### src/rtl/gtt_pkg.sv
package gtt_pkg;

	localparam int unsigned CHANNELS = 3;
	localparam int unsigned DIV_CELLS = 8;

	localparam logic [7:0] FULL_SCALE = 8'd255;
	localparam logic [8:0] SPAN = 9'd256;

	typedef enum logic [2:0] {
		REG_SOURCE_RED   = 3'd0,
		REG_SOURCE_GREEN = 3'd1,
		REG_SOURCE_BLUE  = 3'd2,
		REG_TARGET_RED   = 3'd3,
		REG_TARGET_GREEN = 3'd4,
		REG_TARGET_BLUE  = 3'd5
	} cfg_reg_t;

	typedef struct packed {
		logic [7:0] in_red;
		logic [7:0] in_green;
		logic [7:0] in_blue;
		logic [7:0] in_alpha;
	} pixel_in_t;

	typedef struct packed {
		logic [7:0] out_red;
		logic [7:0] out_green;
		logic [7:0] out_blue;
		logic [7:0] out_alpha;
	} pixel_out_t;

	// per channel source and target levels, index 0 red, 1 green, 2 blue
	typedef struct packed {
		logic [CHANNELS-1:0][7:0] src;
		logic [CHANNELS-1:0][7:0] dst;
	} cfg_t;

	// one channel in flight through the divider chain:
	// rem is the partial remainder, nq holds the dividend bits not yet
	// consumed in its top and the quotient bits already found in its bottom
	typedef struct packed {
		logic [7:0] rem;
		logic [7:0] nq;
		logic [8:0] div;
		logic [7:0] off;
	} chan_t;

	typedef struct packed {
		chan_t [CHANNELS-1:0] ch;
		logic [7:0]           alpha;
	} work_t;

endpackage

### src/rtl/gtt_front.sv
module gtt_front (
	input  logic              clk,
	input  logic              arst_n,
	input  gtt_pkg::cfg_t     cfg,
	input  logic              in_vld,
	input  gtt_pkg::pixel_in_t in_pix,
	output logic              in_rdy,
	output logic              out_vld,
	output gtt_pkg::work_t    out_work,
	input  logic              out_rdy
);

	logic [gtt_pkg::CHANNELS-1:0][7:0]  smp;
	logic [gtt_pkg::CHANNELS-1:0]       upper;
	logic [gtt_pkg::CHANNELS-1:0][7:0]  op_a;
	logic [gtt_pkg::CHANNELS-1:0][7:0]  op_b;
	logic [gtt_pkg::CHANNELS-1:0][15:0] prod;
	gtt_pkg::work_t                     nxt;
	gtt_pkg::work_t                     work_s1;
	logic                               vld_s1;

	assign smp[0] = in_pix.in_red;
	assign smp[1] = in_pix.in_green;
	assign smp[2] = in_pix.in_blue;

	// upper piece: (255-dst)*(s-src) / (256-src) + dst
	// lower piece: dst*s / src
	always_comb begin
		for (int c = 0; c < gtt_pkg::CHANNELS; c++) begin
			upper[c] = smp[c] >= cfg.src[c];
			op_a[c]  = upper[c] ? (gtt_pkg::FULL_SCALE - cfg.dst[c]) : cfg.dst[c];
			op_b[c]  = upper[c] ? (smp[c] - cfg.src[c]) : smp[c];
			prod[c]  = op_a[c] * op_b[c];
			nxt.ch[c].rem = prod[c][15:8];
			nxt.ch[c].nq  = prod[c][7:0];
			nxt.ch[c].div = upper[c] ? (gtt_pkg::SPAN - {1'b0, cfg.src[c]})
				: {1'b0, cfg.src[c]};
			nxt.ch[c].off = upper[c] ? cfg.dst[c] : 8'd0;
		end
		nxt.alpha = in_pix.in_alpha;
	end

	assign in_rdy = !vld_s1 || out_rdy;

	always_ff @(posedge clk or negedge arst_n) begin
		if (!arst_n) begin
			vld_s1 <= 1'b0;
		end else if (in_rdy) begin
			vld_s1 <= in_vld;
		end
	end

	always_ff @(posedge clk) begin
		if (in_rdy && in_vld) begin
			work_s1 <= nxt;
		end
	end

	assign out_vld  = vld_s1;
	assign out_work = work_s1;

endmodule

### src/rtl/gtt_cell.sv
module gtt_cell (
	input  logic           clk,
	input  logic           arst_n,
	input  logic           in_vld,
	input  gtt_pkg::work_t in_work,
	output logic           in_rdy,
	output logic           out_vld,
	output gtt_pkg::work_t out_work,
	input  logic           out_rdy
);

	logic [gtt_pkg::CHANNELS-1:0][8:0] trial;
	logic [gtt_pkg::CHANNELS-1:0]      take;
	gtt_pkg::work_t                    nxt;
	gtt_pkg::work_t                    work_s1;
	logic                              vld_s1;

	// one restoring step per channel: bring down the next dividend bit,
	// subtract the divisor if it fits, shift the quotient bit in
	always_comb begin
		nxt = in_work;
		for (int c = 0; c < gtt_pkg::CHANNELS; c++) begin
			trial[c] = {in_work.ch[c].rem, in_work.ch[c].nq[7]};
			take[c]  = trial[c] >= in_work.ch[c].div;
			nxt.ch[c].rem = take[c] ? 8'(trial[c] - in_work.ch[c].div) : trial[c][7:0];
			nxt.ch[c].nq  = {in_work.ch[c].nq[6:0], take[c]};
		end
	end

	assign in_rdy = !vld_s1 || out_rdy;

	always_ff @(posedge clk or negedge arst_n) begin
		if (!arst_n) begin
			vld_s1 <= 1'b0;
		end else if (in_rdy) begin
			vld_s1 <= in_vld;
		end
	end

	always_ff @(posedge clk) begin
		if (in_rdy && in_vld) begin
			work_s1 <= nxt;
		end
	end

	assign out_vld  = vld_s1;
	assign out_work = work_s1;

endmodule

### src/rtl/grey_to_tint_colour_remap.sv
// Stages: one multiply stage, eight divider cells, one output register, from
// input transfer to output valid. Throughput: one pixel per cycle while the
// output is not stalled; every stage moves on its own, so bubbles close up
// and a pixel is taken while a finished one waits at the output.
// Reset: all stage valids clear and all six level registers read zero.
module grey_to_tint_colour_remap (
	input  logic                clk,
	input  logic                arst_n,
	input  logic                in_valid,
	output logic                in_stall,
	input  gtt_pkg::pixel_in_t  in_pixel,
	output logic                out_valid,
	input  logic                out_stall,
	output gtt_pkg::pixel_out_t out_pixel,
	input  logic                cfg_we,
	input  logic [2:0]          cfg_index,
	input  logic [7:0]          cfg_data
);

	localparam int unsigned LAST = gtt_pkg::DIV_CELLS;

	gtt_pkg::cfg_t       cfg_q;
	logic [LAST+1:0]     rdy;
	logic [LAST:0]       vld;
	gtt_pkg::work_t      work [LAST+1];
	gtt_pkg::pixel_out_t pix_s10;
	gtt_pkg::pixel_out_t pix_nxt;
	logic                vld_s10;

	always_ff @(posedge clk or negedge arst_n) begin
		if (!arst_n) begin
			cfg_q <= '0;
		end else if (cfg_we) begin
			case (cfg_index)
				gtt_pkg::REG_SOURCE_RED:   cfg_q.src[0] <= cfg_data;
				gtt_pkg::REG_SOURCE_GREEN: cfg_q.src[1] <= cfg_data;
				gtt_pkg::REG_SOURCE_BLUE:  cfg_q.src[2] <= cfg_data;
				gtt_pkg::REG_TARGET_RED:   cfg_q.dst[0] <= cfg_data;
				gtt_pkg::REG_TARGET_GREEN: cfg_q.dst[1] <= cfg_data;
				gtt_pkg::REG_TARGET_BLUE:  cfg_q.dst[2] <= cfg_data;
				default: ;
			endcase
		end
	end

	gtt_front u_front (
		.clk      (clk),
		.arst_n   (arst_n),
		.cfg      (cfg_q),
		.in_vld   (in_valid),
		.in_pix   (in_pixel),
		.in_rdy   (rdy[0]),
		.out_vld  (vld[0]),
		.out_work (work[0]),
		.out_rdy  (rdy[1])
	);

	for (genvar k = 1; k <= LAST; k++) begin : g_cell
		gtt_cell u_cell (
			.clk      (clk),
			.arst_n   (arst_n),
			.in_vld   (vld[k-1]),
			.in_work  (work[k-1]),
			.in_rdy   (rdy[k]),
			.out_vld  (vld[k]),
			.out_work (work[k]),
			.out_rdy  (rdy[k+1])
		);
	end

	assign in_stall = !rdy[0];

	// the quotient is below 256 and the offset plus quotient never wraps
	always_comb begin
		pix_nxt.out_red   = work[LAST].ch[0].off + work[LAST].ch[0].nq;
		pix_nxt.out_green = work[LAST].ch[1].off + work[LAST].ch[1].nq;
		pix_nxt.out_blue  = work[LAST].ch[2].off + work[LAST].ch[2].nq;
		pix_nxt.out_alpha = work[LAST].alpha;
	end

	assign rdy[LAST+1] = !vld_s10 || !out_stall;

	always_ff @(posedge clk or negedge arst_n) begin
		if (!arst_n) begin
			vld_s10 <= 1'b0;
		end else if (rdy[LAST+1]) begin
			vld_s10 <= vld[LAST];
		end
	end

	always_ff @(posedge clk) begin
		if (rdy[LAST+1] && vld[LAST]) begin
			pix_s10 <= pix_nxt;
		end
	end

	assign out_valid = vld_s10;
	assign out_pixel = pix_s10;

	// remainder below divisor on entry keeps every quotient within 8 bits
	a_rem_below_div: assert property (@(posedge clk) disable iff (!arst_n)
		vld[0] |-> (({1'b0, work[0].ch[0].rem} < work[0].ch[0].div)
			&& ({1'b0, work[0].ch[1].rem} < work[0].ch[1].div)
			&& ({1'b0, work[0].ch[2].rem} < work[0].ch[2].div)))
		else $error("dividend too large for an 8-bit quotient");

	a_no_wrap: assert property (@(posedge clk) disable iff (!arst_n)
		vld[LAST] |-> (({1'b0, work[LAST].ch[0].off} + {1'b0, work[LAST].ch[0].nq} < 9'd256)
			&& ({1'b0, work[LAST].ch[1].off} + {1'b0, work[LAST].ch[1].nq} < 9'd256)
			&& ({1'b0, work[LAST].ch[2].off} + {1'b0, work[LAST].ch[2].nq} < 9'd256)))
		else $error("remapped level overflows 8 bits");

	a_front_holds: assert property (@(posedge clk) disable iff (!arst_n)
		vld[0] && !rdy[1] |=> vld[0] && $stable(work[0]))
		else $error("front stage dropped or changed a held pixel");

	a_last_holds: assert property (@(posedge clk) disable iff (!arst_n)
		vld[LAST] && !rdy[LAST+1] |=> vld[LAST] && $stable(work[LAST]))
		else $error("last divider cell dropped or changed a held pixel");

	a_take_when_empty: assert property (@(posedge clk) disable iff (!arst_n)
		!vld[0] |-> !in_stall)
		else $error("input stalled with an empty front stage");

endmodule
### config.mk
export PLATFORM = sky130hd
export DESIGN_NAME = grey_to_tint_colour_remap
export DESIGN_NICKNAME = d
export VERILOG_FILES = /design/src/rtl/gtt_pkg.sv /design/src/rtl/gtt_front.sv /design/src/rtl/gtt_cell.sv /design/src/rtl/grey_to_tint_colour_remap.sv
export SDC_FILE = /design/constraint.sdc
export NUM_CORES = 2
export LEC_CHECK = 0
export BUFFER_PORTS_ARGS = -buffer_cell sky130_fd_sc_hd__buf_2
export CORE_ASPECT_RATIO = 1.2
export CORE_MARGIN = 2
export CORE_UTILIZATION = 38
export DETAILED_ROUTE_END_ITERATION = 8
export GPL_ROUTABILITY_DRIVEN = 0
export SLEW_MARGIN = 5
export SYNTH_ARGS = -nofsm -noshare
export SYNTH_HDL_FRONTEND = slang
export SYNTH_SLANG_ARGS = --single-unit
### constraint.sdc
create_clock -name clk -period 13.5 [get_ports clk]
set_input_delay 2.7 -clock clk [delete_from_list [all_inputs] [get_ports clk]]
set_output_delay 2.7 -clock clk [all_outputs]
set_load 0.02 [all_outputs]
Word-level counts from Yosys, hierarchy flattened
Cells that the tools add are included.
{"block": "totals", "mem_count": 0, "mem_bits_rw": 0, "out_inout_bits": 34, "latchBits": 0, "mem_bits_ro": 0, "register_bits": 1002}
{"block": "classes", "magnitude_cmp": 27, "n_reduce_logical": 39, "eq_ne": 5, "bitwise_logic": 0, "n_shift": 0, "n_div": 0, "muxes": 30, "n_mul": 3, "add_sub_neg": 33}
{"op": "2-to-1 mux 8 bit", "n": 30}
{"op": ">= comparator 9 bit", "n": 24}
{"op": "subtractor 8 bit", "n": 24}
{"op": "multiplier 8 x 8 -> 16 bit", "n": 3}
{"op": "subtractor 9 x 8 -> 9 bit (first input constant)", "n": 3}
{"op": "adder 8 bit", "n": 3}
{"op": ">= comparator 8 bit", "n": 3}
{"op": "subtractor 8 bit (first input constant)", "n": 3}
{"op": "zero test 1 bit", "n": 12}
{"op": "AND reduction 2 bit", "n": 6}
{"op": "logical AND 1 bit", "n": 10}
{"op": "logical OR 1 bit", "n": 10}
{"op": "equality test 3 x 2 -> 1 bit (second input constant)", "n": 2}
{"op": "equality test 3 bit (second input constant)", "n": 2}
{"op": "equality test 3 x 1 -> 1 bit (second input constant)", "n": 1}
{"op": "zero test 3 bit", "n": 1}

Longest topological paths before layout
{"block": "depth", "ltp_word": 12, "mapped_depth": 28}

Cells and area by module
Synthesis repeated with hierarchy kept, for this count alone.
{"block": "hier_totals", "hier_cells": 4197, "area_unflattened_um2": 55410.6}
{"mod": "gtt_cell at g_cell[1].u_cell ...", "cells_each": 315, "instances": 6, "area_per_inst_um2": 4800.9, "seq_area_each_um2": 3238.1}
{"mod": "gtt_front", "cells_each": 1404, "instances": 1, "area_per_inst_um2": 13037.5, "seq_area_each_um2": 3238.1}
{"mod": "gtt_cell at g_cell[5].u_cell", "cells_each": 320, "instances": 1, "area_per_inst_um2": 4986.0, "seq_area_each_um2": 3238.1}
{"mod": "gtt_cell at g_cell[4].u_cell", "cells_each": 318, "instances": 1, "area_per_inst_um2": 4809.6, "seq_area_each_um2": 3238.1}
{"mod": "grey_to_tint_colour_remap", "cells_each": 265, "instances": 1, "area_per_inst_um2": 3772.4, "seq_area_each_um2": 2187.1}

Least setup slack after synthesis
No wires, ideal clock.
{"block": "synth_path", "kind": "input to register", "startpoint": "in out_stall", "endpoint": "reg g_cell[3].u_cell.work_s1 (netlist bit g_cell[3].u_cell.out_work[0]), enable pin", "n_path_buf": 1, "setup_ns": 0.736, "arrival_ns": 10.919, "setup_slack_ns": 1.845, "stages": 5, "path_cell_list": "nand4_1 nor2_1 and2_1 clkbuf_1 a21boi_0"}
{"block": "synth_between", "elab_chain_len": 9}
{"element": "start: declaration", "line": "grey_to_tint_colour_remap.sv:13", "text": "input logic out_stall,"}
{"element": "zero test 1 bit", "line": "grey_to_tint_colour_remap.sv:81", "text": "assign rdy[LAST+1] = !vld_s10 || !out_stall;"}
{"element": "logical OR 1 bit", "line": "grey_to_tint_colour_remap.sv:81"}
{"element": "logical OR 1 bit (6 in series)", "line": "gtt_cell.sv:30", "text": "assign in_rdy = !vld_s1 || out_rdy;"}
{"element": "logical AND 1 bit", "line": "gtt_cell.sv:41", "text": "if (in_rdy && in_vld) begin"}
{"element": "end signal: assignment", "line": "gtt_cell.sv:42", "text": "work_s1 <= nxt;"}
{"element": "end: declaration", "line": "gtt_cell.sv:15", "text": "gtt_pkg::work_t work_s1;"}
Every way passes these cells.
A chain may end at the register's enable or synchronous reset.

==> flow_results.org <==
** Clock tree
- Clock Pin Slew Worst Setup and Hold Paths :: 60 ps
- In this run the post-CTS setup repair buffer count came out at 0.
- Cells resized by post-CTS repair :: 0
- The tree is rooted in a clkbuf_16.
- TritonCTS clock tree :: built
- CTS H-tree lvls :: 3
- Counting along the longest clock path gives a buffer depth of 3.
- The clock net in this run drives a total of 1,002 sinks.
- Buffers inserted to repair hold after CTS numbered 0.
- Counting the buffers created by CTS gives 95.
- At the later pin of the worst-skew pair, clock insertion delay measures 680 ps.

** Detailed routing
- Vias per cell :: 5.02
- Summing over every cut layer, the via total after detailed routing is 30,900.
- In the final routed layout, each cell accounts on average for 16.0 um.
- The detail route stage leaves a number of antenna-violating nets equal to 0.
- After the first detailed-routing iteration, the DRC count stood at 1,797.
- Number of optimization iterations in the first detailed-route pass :: 5
- # DRC :: 0
- Final Routed Wirelength :: 98.2 mm

** Finish
- Most used cells in the layout excluding fill and tap cells :: edfxtp_1, inv_1, ha_1
- Leaving out filler cells and counting taps, the final layout contains 6,157.
- Compared with the post-synthesis result, the final layout area differs by 11.1%.
- Cells with a size suffix above 1 make up 10.2% of the layout.
- The library cell used most frequently in the layout, excluding fill and tap cells, is edfxtp_1.
- Nets@finish :: 4,815
- Cells fill 42.6% of the core in the end.
- Non-Filler Cell Area, Final :: 58,600 um2
- After filler insertion, the fill cell instance count of the layout stands at 12,600.

** Floorplan
- Starting utilization of the core area :: 38.3%
- Num rows :: 149
- Die area :: 142,000 um2
- Number of top-level pins :: 82
- Die outline height :: 412 um
- DIE WIDTH :: 344 um
- The core region is 138,000 um2.

** STA
- Rel. slew slack :: 25.3%
- For this run, the top clock speed supported by timing is 109 MHz.
- Setup repair after global routing left no endpoint under its margin.
- The smallest clock period supported by the final layout is computed as 9140 ps.
- For the final routed database, the setup TNS stands at 0 ps.
- Transition time of the tightest slew-check pin :: 1100 ps
- Final count of pins violating max slew :: 0
- Endpoints failing setup :: 0
- The final-report hold violation count is 0.
- Period Utilization, post-route :: 67.7%
- Post-Route Skew :: 23.9 ps

** Global route
- Initial antenna violation count :: 18
- Global routing used 14.0% of the available tracks.
- Entering global routing, the biggest net connects 87 pins.
- The number of global-route vias before repair is 31,300.
- Overflow after GRT :: 0
- The first global-routing pass estimated 162 mm of wire.

** Synth
- Compound-gate portion of the synthesized area :: 10.4%
- After synthesis, the largest area contributor takes up 53.7% of total cell area.
- Post-synthesis instance area :: 52,800 um2
- The synthesized design contains 944 enable-type register cells.
- The Yosys step of the flow raised 0 warnings.
- The portion of synthesized area spent on multiplexers is 3.97%.
- Sequential element share of the synthesized area :: 56.5%
- After Yosys synthesis, XOR and XNOR cells account for 1.76% of the synthesized area.
- Dominant register cell in the synthesized netlist :: edfxtp_1
- Simple-gate portion of the synthesized area :: 8.38%
- Counting every net in the synthesized netlist gives 4,725.
- Of all flip-flops after synthesis, the portion carrying an async set or reset was 5.79%.
- A synthesized cell averages 12.7 um2.
- Largest cells by area after synthesis :: edfxtp_1, ha_1, fa_1
- Library cell occupying the most area in the post-synthesis netlist :: edfxtp_1
- Of the total synthesized cell area, the portion taken by full adders, half adders and majority gates is 13.9%.
- Post-Syn Instances :: 4,170
- Synth unique cells :: 83
- Post-synthesis register bit count :: 1,002
- Largest family of logic cells by synthesized area :: adder cells

** Run
- Across the run, the number of max-cap violations was 0.

** Setup path
- Cell family with the largest share of critical-path delay :: adder cells
- On the critical path, the stage with the largest delay is an instance of buf_4.
- Data arrival at the endpoint of the critical path :: 9550 ps
- Data on the critical path is required at its endpoint by 13,910 ps.
- STA classifies the critical path startpoint as a primary input.
- The endpoint identified for the worst register-to-register timing path is u_front.out_work[106]$_DFFE_PP_.
- The worst setup path is of the primary input to flop kind.
- Measured in cells, the most critical reg-to-reg path has a length of 24.
- In this run the critical register-to-register path is launched from cfg_q[40]$_DFFE_PN0P_.
- Setup crit end kind :: flop
- Worst path max stage delay :: 600 ps
- Minimum setup slack among reg-to-reg paths :: 6170 ps
- In this run the worst path has a maximum fanout of 65.
- Count of buffering cells on the critical path with inverters included :: 7

** Hold path
- End of the worst hold path :: g_cell[8].u_cell.out_work[41]$_DFFE_PP_
- Class of the tightest hold or removal check :: flop to flop
- The startpoint identified for the worst hold timing path is g_cell[7].u_cell.out_work[41]$_DFFE_PP_.
- Hold Path Depth :: 0

** Outcome
- Run status :: finished, final reports clean

** Placement
- Hpwl dp :: 72.3 mm
- Count of buffers inserted at the top-level ports :: 81
- Once placement completed, the tool counted placed cells totaling 5,975.
- Total cell area at the placement stage :: 55,200 um2
-- worst reg2reg max path: cells and delay by family (launching register included) --
kind	cells	cell delay [ps]
AND/OR/NAND/NOR	1	490
AO/OA/AOI/OAI	10	2130
XOR/XNOR	1	120
adder cells (fa/ha/maj)	7	3080
flip-flops	1	420
buffers and inverters	5	830
-- layer usage --
| metal | vias to the layer above | GRT usage, % | part of all wire [%] |
|---|---|---|---|
| li1 | 15300 | - | - |
| met1 | 14700 | 17.6 | 44 |
| met2 | 612 | 24.2 | 48 |
| met3 | 205 | 2.42 | 4.7 |
| met4 | 18 | 5.12 | 3.2 |
| met5 | - | 0 | 0.10 |
-- kinds of logic (layout without fill, tap and decap cells) --
| family | count (synthesis) | count (layout) |
|---|---|---|
| fa+ha+maj | 507 | 507 |
| simple gates | 868 | 868 |
| other cells | 0 | 5 |
| buf+inv | 680 | 850 |
| flops | 1002 | 1002 |
| mux | 193 | 193 |
| compound gates | 814 | 814 |
| xor+xnor | 106 | 106 |
-- cell usage after synthesis (74+ instances only) --
cell type    n
edfxtp_1   944
inv_1      573
ha_1       372
o21ai_0    265
nand3_1    196
nor2_1     183
fa_1       135
mux2_2     131
a21oi_1    130
nand2_1    130
xnor2_1     89
nor2b_1     80
a21o_1      78
nor3_1      74
-- how the worst max path moves through the flow --
stage	start	to	slack, ps	cells past startpoint
floorplan	out_stall	g_cell[3].u_cell.out_work[0]$_DFFE_PP_	1840	5
global placement	in_pixel[8]	u_front.out_work[106]$_DFFE_PP_	3760	26
detailed placement	in_pixel[8]	u_front.out_work[106]$_DFFE_PP_	3680	26
CTS	in_pixel[8]	u_front.out_work[106]$_DFFE_PP_	4400	26
global route	in_pixel[8]	u_front.out_work[106]$_DFFE_PP_	3770	25
finish	in_pixel[8]	u_front.out_work[106]$_DFFE_PP_	4360	26
-- layout make-up --
type | count | area [um2] | share of cell area [%]
Sequential cell | 1002 | 29800 | 50.8
Clock buffer | 112 | 2470 | 4.22
Tap cell | 1812 | 2270 | 3.87
Inverter | 573 | 2150 | 3.67
Timing Repair Buffer | 100 | 548 | 0.935
Clock inverter | 65 | 938 | 1.60
Multi-Input combinational cell | 2488 | 20400 | 34.8
Antenna cell | 5 | 12.5 | 0.0213
-- flip-flops by register name, indices dropped and copies added (netlist names) --
name / count
g_cell.u_cell.out_work: 805
u_front.out_work: 107
cfg_q: 48
out_pixel: 32
g_cell.u_cell.out_vld: 8
out_valid: 1
u_front.out_vld: 1
-- through the flow --
stage,hold WS [ps],worst slack [ps]
2_1_floorplan,400,1840
3_3_place_gp,401,3760
3_5_place_dp,405,3680
4_1_cts,409,4400
5_1_grt,409,3770
6_report,410,4360
Power is left out: the tool's default activity adds up to more than one toggle a clock period on the data nets, which glitch-free logic cannot reach.
